File: src/design/chb_pkg.sv
// ----------------------------------------------------------------------------
// chb_pkg: shared types and codes of the canonical Huffman code builder
// Holds result widths, status codes and the command bundle that the
// sequencer sends to the first-code table.
// ----------------------------------------------------------------------------
`default_nettype none

package chb_pkg;

    // Fixed field widths of the beats
    localparam int LEN_W    = 4;
    localparam int SYMBOL_W = 5;
    localparam int CODE_W   = 15;
    localparam int STATUS_W = 2;
    localparam int NEXT_W   = 16;
    localparam int LEN_SLOTS = 16;

    // Result status codes
    localparam logic [STATUS_W-1:0] ST_CODE     = 2'd0;
    localparam logic [STATUS_W-1:0] ST_EMPTY    = 2'd1;
    localparam logic [STATUS_W-1:0] ST_OVERFLOW = 2'd2;
    localparam logic [STATUS_W-1:0] ST_TOO_LONG = 2'd3;

    // Commands to the first-code table
    localparam logic [1:0] CMD_NONE  = 2'd0;
    localparam logic [1:0] CMD_BUILD = 2'd1;
    localparam logic [1:0] CMD_STEP  = 2'd2;

    typedef struct packed {
        logic [1:0]        op;
        logic [LEN_W-1:0]  idx;
        logic [NEXT_W-1:0] operand;
    } chb_cmd_t;

endpackage

`default_nettype wire

File: src/design/chb_code_table.sv
// ----------------------------------------------------------------------------
// chb_code_table: first-code table with its shared adder
// Builds next(L) = (next(L-1) + count(L-1)) << 1 one length per command and
// steps the code of one length per emitted symbol, both on one 16-bit adder.
// ----------------------------------------------------------------------------
`default_nettype none

module chb_code_table (
    input  wire logic                        aclk,
    input  wire chb_pkg::chb_cmd_t           cmd,
    output logic [chb_pkg::NEXT_W-1:0]       rd_code
);

    logic [chb_pkg::NEXT_W-1:0] next_reg [chb_pkg::LEN_SLOTS];
    logic [chb_pkg::NEXT_W-1:0] acc_reg;
    logic [chb_pkg::NEXT_W-1:0] add_a;
    logic [chb_pkg::NEXT_W-1:0] add_sum;
    logic [chb_pkg::NEXT_W-1:0] build_val;

    // Read the code of the addressed length
    assign rd_code = next_reg[cmd.idx];

    // Shared adder: running code while building, table entry while stepping
    always_comb begin
        if (cmd.op == chb_pkg::CMD_BUILD) begin
            add_a = (cmd.idx == chb_pkg::LEN_W'(1)) ? '0 : acc_reg;
        end else begin
            add_a = rd_code;
        end
        add_sum   = add_a + cmd.operand;
        build_val = {add_sum[chb_pkg::NEXT_W-2:0], 1'b0};
    end

    // Write back the built or stepped code
    always_ff @(posedge aclk) begin
        unique case (cmd.op)
            chb_pkg::CMD_BUILD: begin
                next_reg[cmd.idx] <= build_val;
                acc_reg           <= build_val;
            end
            chb_pkg::CMD_STEP: begin
                next_reg[cmd.idx] <= add_sum;
            end
            default: ;
        endcase
    end

endmodule

`default_nettype wire

File: src/design/canonical_huffman_code_builder_unit.sv
// ----------------------------------------------------------------------------
// canonical_huffman_code_builder_unit: DEFLATE canonical code assignment
// Collects code lengths per symbol and emits symbol, code and length beats.
// ----------------------------------------------------------------------------
// Code lengths are taken one beat per cycle while the unit is loading. The
// beat flagged last closes the table: a start state decides between an error,
// an empty table and code assignment; assignment then forms the first code
// of every length from 1 to 15 on the shared adder, followed by a
// length-memory read and an emit step per stored symbol up to the last
// symbol with a non-zero length; a stalled result side holds the emit step.
// Input ready stays low from the last beat until the final result of the
// table has been placed in the output register.
`default_nettype none

module canonical_huffman_code_builder_unit #(
    parameter int MAX_SYMBOLS   = 32,
    parameter int MAX_CODE_BITS = 15
) (
    input  wire logic                           aclk,
    input  wire logic                           aresetn,
    input  wire logic                           s_valid,
    output logic                                s_ready,
    input  wire logic [chb_pkg::LEN_W-1:0]      s_code_length,
    input  wire logic                           s_last,
    output logic                                m_valid,
    input  wire logic                           m_ready,
    output logic [chb_pkg::SYMBOL_W-1:0]        m_symbol,
    output logic [chb_pkg::CODE_W-1:0]          m_code,
    output logic [chb_pkg::LEN_W-1:0]           m_code_bits,
    output logic [chb_pkg::STATUS_W-1:0]        m_status,
    output logic                                m_end_of_table
);

    localparam int ADDR_W = (MAX_SYMBOLS > 1) ? $clog2(MAX_SYMBOLS) : 1;
    localparam int CNT_W  = $clog2(MAX_SYMBOLS + 1);
    localparam int LEN_W  = chb_pkg::LEN_W;

    localparam logic [2:0] S_LOAD  = 3'd0;
    localparam logic [2:0] S_START = 3'd1;
    localparam logic [2:0] S_BUILD = 3'd2;
    localparam logic [2:0] S_READ  = 3'd3;
    localparam logic [2:0] S_EMIT  = 3'd4;

    // Control state
    logic [2:0]        state_reg,   state_next;
    logic [CNT_W-1:0]  cnt_reg,     cnt_next;
    logic              ovf_reg,     ovf_next;
    logic              long_reg,    long_next;
    logic              any_reg,     any_next;
    logic [ADDR_W-1:0] last_nz_reg, last_nz_next;
    logic [CNT_W-1:0]  hist_reg  [1:15];
    logic [CNT_W-1:0]  hist_next [1:15];
    logic [LEN_W-1:0]  len_idx_reg, len_idx_next;
    logic [ADDR_W-1:0] sym_idx_reg, sym_idx_next;
    logic              m_valid_reg, m_valid_next;

    // Payload
    logic [LEN_W-1:0]               len_mem [MAX_SYMBOLS];
    logic [LEN_W-1:0]               rd_len_reg;
    logic [chb_pkg::SYMBOL_W-1:0]   m_symbol_reg, m_symbol_next;
    logic [chb_pkg::CODE_W-1:0]     m_code_reg,   m_code_next;
    logic [LEN_W-1:0]               m_bits_reg,   m_bits_next;
    logic [chb_pkg::STATUS_W-1:0]   m_status_reg, m_status_next;
    logic                           m_end_reg,    m_end_next;

    logic                       in_fire;
    logic                       slot_free;
    logic                       store_ok;
    logic                       len_long;
    logic                       clear_tab;
    chb_pkg::chb_cmd_t          cmd;
    logic [chb_pkg::NEXT_W-1:0] rd_code;

    assign s_ready        = (state_reg == S_LOAD);
    assign in_fire        = s_valid && s_ready;
    assign slot_free      = !m_valid_reg || m_ready;
    assign store_ok       = !ovf_reg && (cnt_reg < CNT_W'(MAX_SYMBOLS));
    assign len_long       = {1'b0, s_code_length} > (LEN_W+1)'(MAX_CODE_BITS);

    assign m_valid        = m_valid_reg;
    assign m_symbol       = m_symbol_reg;
    assign m_code         = m_code_reg;
    assign m_code_bits    = m_bits_reg;
    assign m_status       = m_status_reg;
    assign m_end_of_table = m_end_reg;

    // First-code table and shared adder
    chb_code_table u_table (
        .aclk    (aclk),
        .cmd     (cmd),
        .rd_code (rd_code)
    );

    // Sequencer and output register
    always_comb begin
        state_next    = state_reg;
        cnt_next      = cnt_reg;
        ovf_next      = ovf_reg;
        long_next     = long_reg;
        any_next      = any_reg;
        last_nz_next  = last_nz_reg;
        len_idx_next  = len_idx_reg;
        sym_idx_next  = sym_idx_reg;
        m_valid_next  = m_valid_reg && !m_ready;
        m_symbol_next = m_symbol_reg;
        m_code_next   = m_code_reg;
        m_bits_next   = m_bits_reg;
        m_status_next = m_status_reg;
        m_end_next    = m_end_reg;
        clear_tab     = 1'b0;
        cmd.op        = chb_pkg::CMD_NONE;
        cmd.idx       = rd_len_reg;
        cmd.operand   = chb_pkg::NEXT_W'(1);

        unique case (state_reg)
            S_LOAD: begin
                if (in_fire) begin
                    if (!ovf_reg && !store_ok) begin
                        ovf_next = 1'b1;
                    end else if (store_ok) begin
                        cnt_next = cnt_reg + CNT_W'(1);
                        if (len_long) begin
                            long_next = 1'b1;
                        end
                        if (s_code_length != '0) begin
                            any_next     = 1'b1;
                            last_nz_next = cnt_reg[ADDR_W-1:0];
                        end
                    end
                    if (s_last) begin
                        state_next = S_START;
                    end
                end
            end
            S_START: begin
                if (ovf_reg || long_reg || !any_reg) begin
                    // Single-beat outcome: error or empty table
                    if (slot_free) begin
                        m_valid_next  = 1'b1;
                        m_symbol_next = '0;
                        m_code_next   = '0;
                        m_bits_next   = '0;
                        m_end_next    = 1'b1;
                        if (ovf_reg) begin
                            m_status_next = chb_pkg::ST_OVERFLOW;
                        end else if (long_reg) begin
                            m_status_next = chb_pkg::ST_TOO_LONG;
                        end else begin
                            m_status_next = chb_pkg::ST_EMPTY;
                        end
                        clear_tab  = 1'b1;
                        state_next = S_LOAD;
                    end
                end else begin
                    len_idx_next = LEN_W'(1);
                    state_next   = S_BUILD;
                end
            end
            S_BUILD: begin
                // One length per cycle through the shared adder
                cmd.op  = chb_pkg::CMD_BUILD;
                cmd.idx = len_idx_reg;
                if (len_idx_reg >= LEN_W'(2)) begin
                    cmd.operand = chb_pkg::NEXT_W'(hist_reg[len_idx_reg - LEN_W'(1)]);
                end else begin
                    cmd.operand = '0;
                end
                if (len_idx_reg == LEN_W'(15)) begin
                    sym_idx_next = '0;
                    state_next   = S_READ;
                end else begin
                    len_idx_next = len_idx_reg + LEN_W'(1);
                end
            end
            S_READ: begin
                state_next = S_EMIT;
            end
            S_EMIT: begin
                if (rd_len_reg == '0) begin
                    sym_idx_next = sym_idx_reg + ADDR_W'(1);
                    state_next   = S_READ;
                end else if (slot_free) begin
                    cmd.op        = chb_pkg::CMD_STEP;
                    m_valid_next  = 1'b1;
                    m_symbol_next = chb_pkg::SYMBOL_W'(sym_idx_reg);
                    m_code_next   = rd_code[chb_pkg::CODE_W-1:0];
                    m_bits_next   = rd_len_reg;
                    m_status_next = chb_pkg::ST_CODE;
                    m_end_next    = (sym_idx_reg == last_nz_reg);
                    if (sym_idx_reg == last_nz_reg) begin
                        clear_tab  = 1'b1;
                        state_next = S_LOAD;
                    end else begin
                        sym_idx_next = sym_idx_reg + ADDR_W'(1);
                        state_next   = S_READ;
                    end
                end
            end
            default: begin
                state_next = S_LOAD;
            end
        endcase

        // Drop the table summary once its last beat is loaded into the output register
        if (clear_tab) begin
            cnt_next  = '0;
            ovf_next  = 1'b0;
            long_next = 1'b0;
            any_next  = 1'b0;
        end
    end

    // Count lengths per slot
    always_comb begin
        for (int i = 1; i < chb_pkg::LEN_SLOTS; i++) begin
            if (clear_tab) begin
                hist_next[i] = '0;
            end else if (in_fire && store_ok && !len_long &&
                         (s_code_length == LEN_W'(i))) begin
                hist_next[i] = hist_reg[i] + CNT_W'(1);
            end else begin
                hist_next[i] = hist_reg[i];
            end
        end
    end

    // Control registers
    always_ff @(posedge aclk) begin
        if (!aresetn) begin
            state_reg   <= S_LOAD;
            cnt_reg     <= '0;
            ovf_reg     <= 1'b0;
            long_reg    <= 1'b0;
            any_reg     <= 1'b0;
            last_nz_reg <= '0;
            len_idx_reg <= '0;
            sym_idx_reg <= '0;
            m_valid_reg <= 1'b0;
            for (int i = 1; i < chb_pkg::LEN_SLOTS; i++) begin
                hist_reg[i] <= '0;
            end
        end else begin
            state_reg   <= state_next;
            cnt_reg     <= cnt_next;
            ovf_reg     <= ovf_next;
            long_reg    <= long_next;
            any_reg     <= any_next;
            last_nz_reg <= last_nz_next;
            len_idx_reg <= len_idx_next;
            sym_idx_reg <= sym_idx_next;
            m_valid_reg <= m_valid_next;
            for (int i = 1; i < chb_pkg::LEN_SLOTS; i++) begin
                hist_reg[i] <= hist_next[i];
            end
        end
    end

    // Result payload
    always_ff @(posedge aclk) begin
        m_symbol_reg <= m_symbol_next;
        m_code_reg   <= m_code_next;
        m_bits_reg   <= m_bits_next;
        m_status_reg <= m_status_next;
        m_end_reg    <= m_end_next;
    end

    // Length memory: write on load, registered read at the walk index
    always_ff @(posedge aclk) begin
        if (in_fire && store_ok) begin
            len_mem[cnt_reg[ADDR_W-1:0]] <= s_code_length;
        end
        rd_len_reg <= len_mem[sym_idx_reg];
    end

endmodule

`default_nettype wire

File: config.mk
export PLATFORM = sky130hd
export DESIGN_NAME = canonical_huffman_code_builder_unit
export DESIGN_NICKNAME = d
export VERILOG_FILES = /design/src/design/chb_pkg.sv /design/src/design/chb_code_table.sv /design/src/design/canonical_huffman_code_builder_unit.sv
export SDC_FILE = /design/constraint.sdc
export NUM_CORES = 1
export LEC_CHECK = 0
export ABC_AREA = 1
export CAP_MARGIN = 20
export CORE_ASPECT_RATIO = 1.2
export CORE_MARGIN = 8
export CORE_UTILIZATION = 27
export CTS_CLUSTER_SIZE = 28
export DETAILED_ROUTE_END_ITERATION = 8
export DONT_BUFFER_PORTS = 1
export HOLD_SLACK_MARGIN = 0.1
export SYNTH_ARGS = -nofsm -noshare
export SYNTH_HDL_FRONTEND = slang
export SYNTH_SLANG_ARGS = --single-unit
File: constraint.sdc
create_clock -name aclk -period 4.2 [get_ports aclk]
set_input_delay 0.42 -clock aclk [delete_from_list [all_inputs] [get_ports aclk]]
set_output_delay 0.42 -clock aclk [all_outputs]
set_load 0.01 [all_outputs]
==> metrics <==
largest net degree at the start of global routing 89; Overall Global Routing Usage about 12%; YS warnings 0; Clock Tree Buf Depth 3; PD cells 785 nW/um2; largest fanout on the critical path 16; Setup WS post-layout 0.0578 ns; 1st-iter DRT viols approximately 1.3k; first-pass GRT wire length 93,900 um; DIE AREA 97,800 um2; gr ovfl total 0; EDFF count, synth approximately 410; WP data required approximately 4.5 ns; Via-to-Cell Ratio 4.62; fillers slightly below 9k; Critical Setup Path Class reg -> reg; multiplexer share of the synthesized area 0%; Slew HR 34.8%; leakage power approximately 10 nW; CTS tree yes; DRT antenna net count 0; peak supply drop 0.701 mV; final hold vios 0; Placed Area 25,600 um2; Mean Syn Cell Area 9.91 um2; fin. max-slew vios 0; Post-Syn Area about 24,000 um2; Worst Max-Slew Pin Slew 0.976 ns; non-filler cells, final 3,672; Yosys cell types 53; crit end category flop; Synth area leaders edfxtp_1 (52%), dfxtp_1 (10%), nand2_1 (7.3%), o21ai_0 (4.3%), inv_1 (4.3%); DRC viols 0; Clock transition at path regs 0.07 ns; Initial Util 27.1%; HP Class in -> reg; nets 2,522; TritonCTS Sinks 529; initial antenna violation count 0; Worst setup SP type flop; Cells after DPL 3,542; simple-gate share of the synthesized area between 10% and 20%; Place WS -0.0288 ns; status complete, no violations; Placer Congestion approximately 0.82; multi-input logic area 7690 um2; Final Cell Area 27,900 um2; main combinational cell family by area after synthesis simple AND/OR/NAND/NOR gates; RSZ-0062 raised after global routing true; max FFs per register 240; Antenna diodes 0; first-pass iteration count of the detailed router 7; row count 119; share of layout cells above drive strength 1 12.8%; fin crit share between 90% and 100%; ys flop type edfxtp_1; total CTS buffers between 40 and 50; area delta synth->final 17.4%; endpoints failing setup 0; Max-cap violations 0; via count 17.0k; Synth Area in Compound Gates between 10 and 15%; H-tree depth 2; number of global-route vias before repair 16.2k; synthesized-area fraction occupied by adder cells 1.61%; post-synth top area share 51.7%; post-DR wirelength/cell 16.8 um; arrival time at the worst endpoint 4.47 ns; sequential area share after synthesis 61.8%; I/O pin count 38; Core ar. ~90,000 um2; die outline height 341 um; DPL Wire Length 40,000 um; Max Freq between 200 and 250 MHz; Worst-Skew Late Latency 0.59 ns; width of the die about 290 um; IO Port Bufs 0; flops & latches, synth 529; Clock Skew 0.0237 ns; Post-Synthesis Cells 2,397; final WL 61,800 um; largest area contributor in the netlist edfxtp_1; final critical-path required period 4.14 ns; xor/xnor share of the synthesized area 0.548%; fraction of registers with async set/reset 0%; clk root buf clkbuf_16; Syn Nets 2,436; Register Area 14,700 um2
==> timing repair <==
action                                 CTS  global route
gates cloned                             0             5
buffers inserted                         0            27
endpoints found under the hold margin  138             0
resized for setup                        5            44
setup endpoints to repair              100           163
pin swaps                                0            22
hold buffers                             6             0
==> worst paths after layout <==
check / start / end / slack (ns) / cells after the start
worst min register to register: hist_reg[13][5] / hist_reg[13][5] / 0.45 / 1
worst min-delay path: s_code_length[0] / hist_reg[1][1] / 0.14 / 4
worst max-delay path: state_reg[0] / u_table.next_reg[3][10] / 0.06 / 26
worst max register to register: state_reg[0] / u_table.next_reg[3][10] / 0.06 / 26
==> critical path, cell delays in order, from the launching register on <==
cell and delay (ns):
dfxtp_2 0.33, nor2_4 0.19, nand2_8 0.09, buf_4 0.15, nand2_4 0.05, o21ai_4 0.08, nor2_4 0.16, clkinvlp_4 0.17
buf_12 0.16, buf_12 0.12, o22ai_1 0.14, o31ai_1 0.10, nand4_1 0.18, o21ai_1 0.08, ha_1 0.35, buf_4 0.17
nand3b_1 0.08, and2_4 0.15, nor2_2 0.04, o21ai_1 0.14, nand2_1 0.12, nand3_2 0.13, nor2_4 0.08, or2_1 0.25
nand3_1 0.10, nand2_1 0.10, buf_12 0.16
==> per-stage QoR <==
stage	setup TNS [ns]	power, mW	hold WS [ns]	utilization [%]
after floorplan	0	13.1	0.422	-
after global placement	0	16.3	0.437	29.2
after detailed placement	-1.15	16.4	0.445	29.2
after CTS	0	21.2	0.104	31.3
after global routing	-11.09	23.2	0.131	31.9
final	0	21.9	0.139	31.9
==> final cells by class <==
cell class	count	area share (%)
multi-input combinational	1485	27.6
tap	1149	5.15
inverter	284	3.86
sequential	529	52.7
timing repair inverter	1	0.0179
clock buffer	57	4.57
clock inverter	34	1.42
timing repair buffer	133	4.75
==> per-layer routing <==
layer	vias to the layer above	share of wire [%]	routed length [um]	global-route usage, %
met5	-	0	0	0
met4	0	3.0	1830	4.00
met3	112	5.0	3060	1.48
met2	452	49	30500	21.0
met1	8021	43	26400	15.4
li1	8375	-	-	-
==> synthesized netlist by cell type, types with 6 or more instances <==
| cell type | number |
|---|---|
| o22ai_1 | 43 |
| buf_2 | 19 |
| edfxtp_1 | 409 |
| buf_6 | 17 |
| nand2_2 | 11 |
| o31ai_1 | 27 |
| nor3_1 | 80 |
| o21a_1 | 9 |
| nor3_2 | 6 |
| nand4_1 | 20 |
| o21ai_0 | 204 |
| xor2_1 | 7 |
| clkbuf_1 | 58 |
| o21ai_1 | 13 |
| nand3_1 | 64 |
| inv_1 | 270 |
| dfxtp_1 | 120 |
| a211oi_1 | 8 |
| xnor2_1 | 6 |
| o221ai_1 | 17 |
| nor4_1 | 16 |
| nor2_2 | 6 |
| a21oi_1 | 133 |
| nor2_4 | 12 |
| a22oi_1 | 8 |
| ha_1 | 29 |
| nand2_1 | 463 |
| nor2_1 | 252 |
| inv_2 | 12 |
| nor3b_1 | 12 |
==> where the power goes <==
part	leakage (nW)	internal (mW)	switching [mW]	total, mW
sequential	4.67	7.60	0.154	7.75
clock	0.816	2.69	2.01	4.69
combinational	4.75	3.31	6.17	9.48
total	10.2	13.6	8.33	21.9
==> cell families (layout without fill, tap and decap cells) <==
group,count (synthesis),in the layout
flops,529,529
buf+inv,385,509
fa+ha+maj,30,30
xor+xnor,14,14
simple gates,963,964
compound gates,476,477
==> layout by cell type, fill, tap and decap left out, drive strengths merged, types with 2 or more instances in the layout <==
cell	count
nand4	20
nor3b	12
nand2	480
nand3	67
nor4	16
o21a	9
bufinv	8
o211ai	2
and2	3
o22ai	43
nand3b	5
a311oi	3
ha	29
xor2	8
dfxtp	120
xnor2	6
nor3	89
a211oi	8
clkinv	20
inv	285
nor2	270
a21oi	135
o31ai	27
a22oi	8
o221ai	17
o21ai	220
edfxtp	409
dlygate4sd3	2
clkbuf	59
clkinvlp	6
buf	129
No activity file was read; power rests on OpenSTA's default activity.
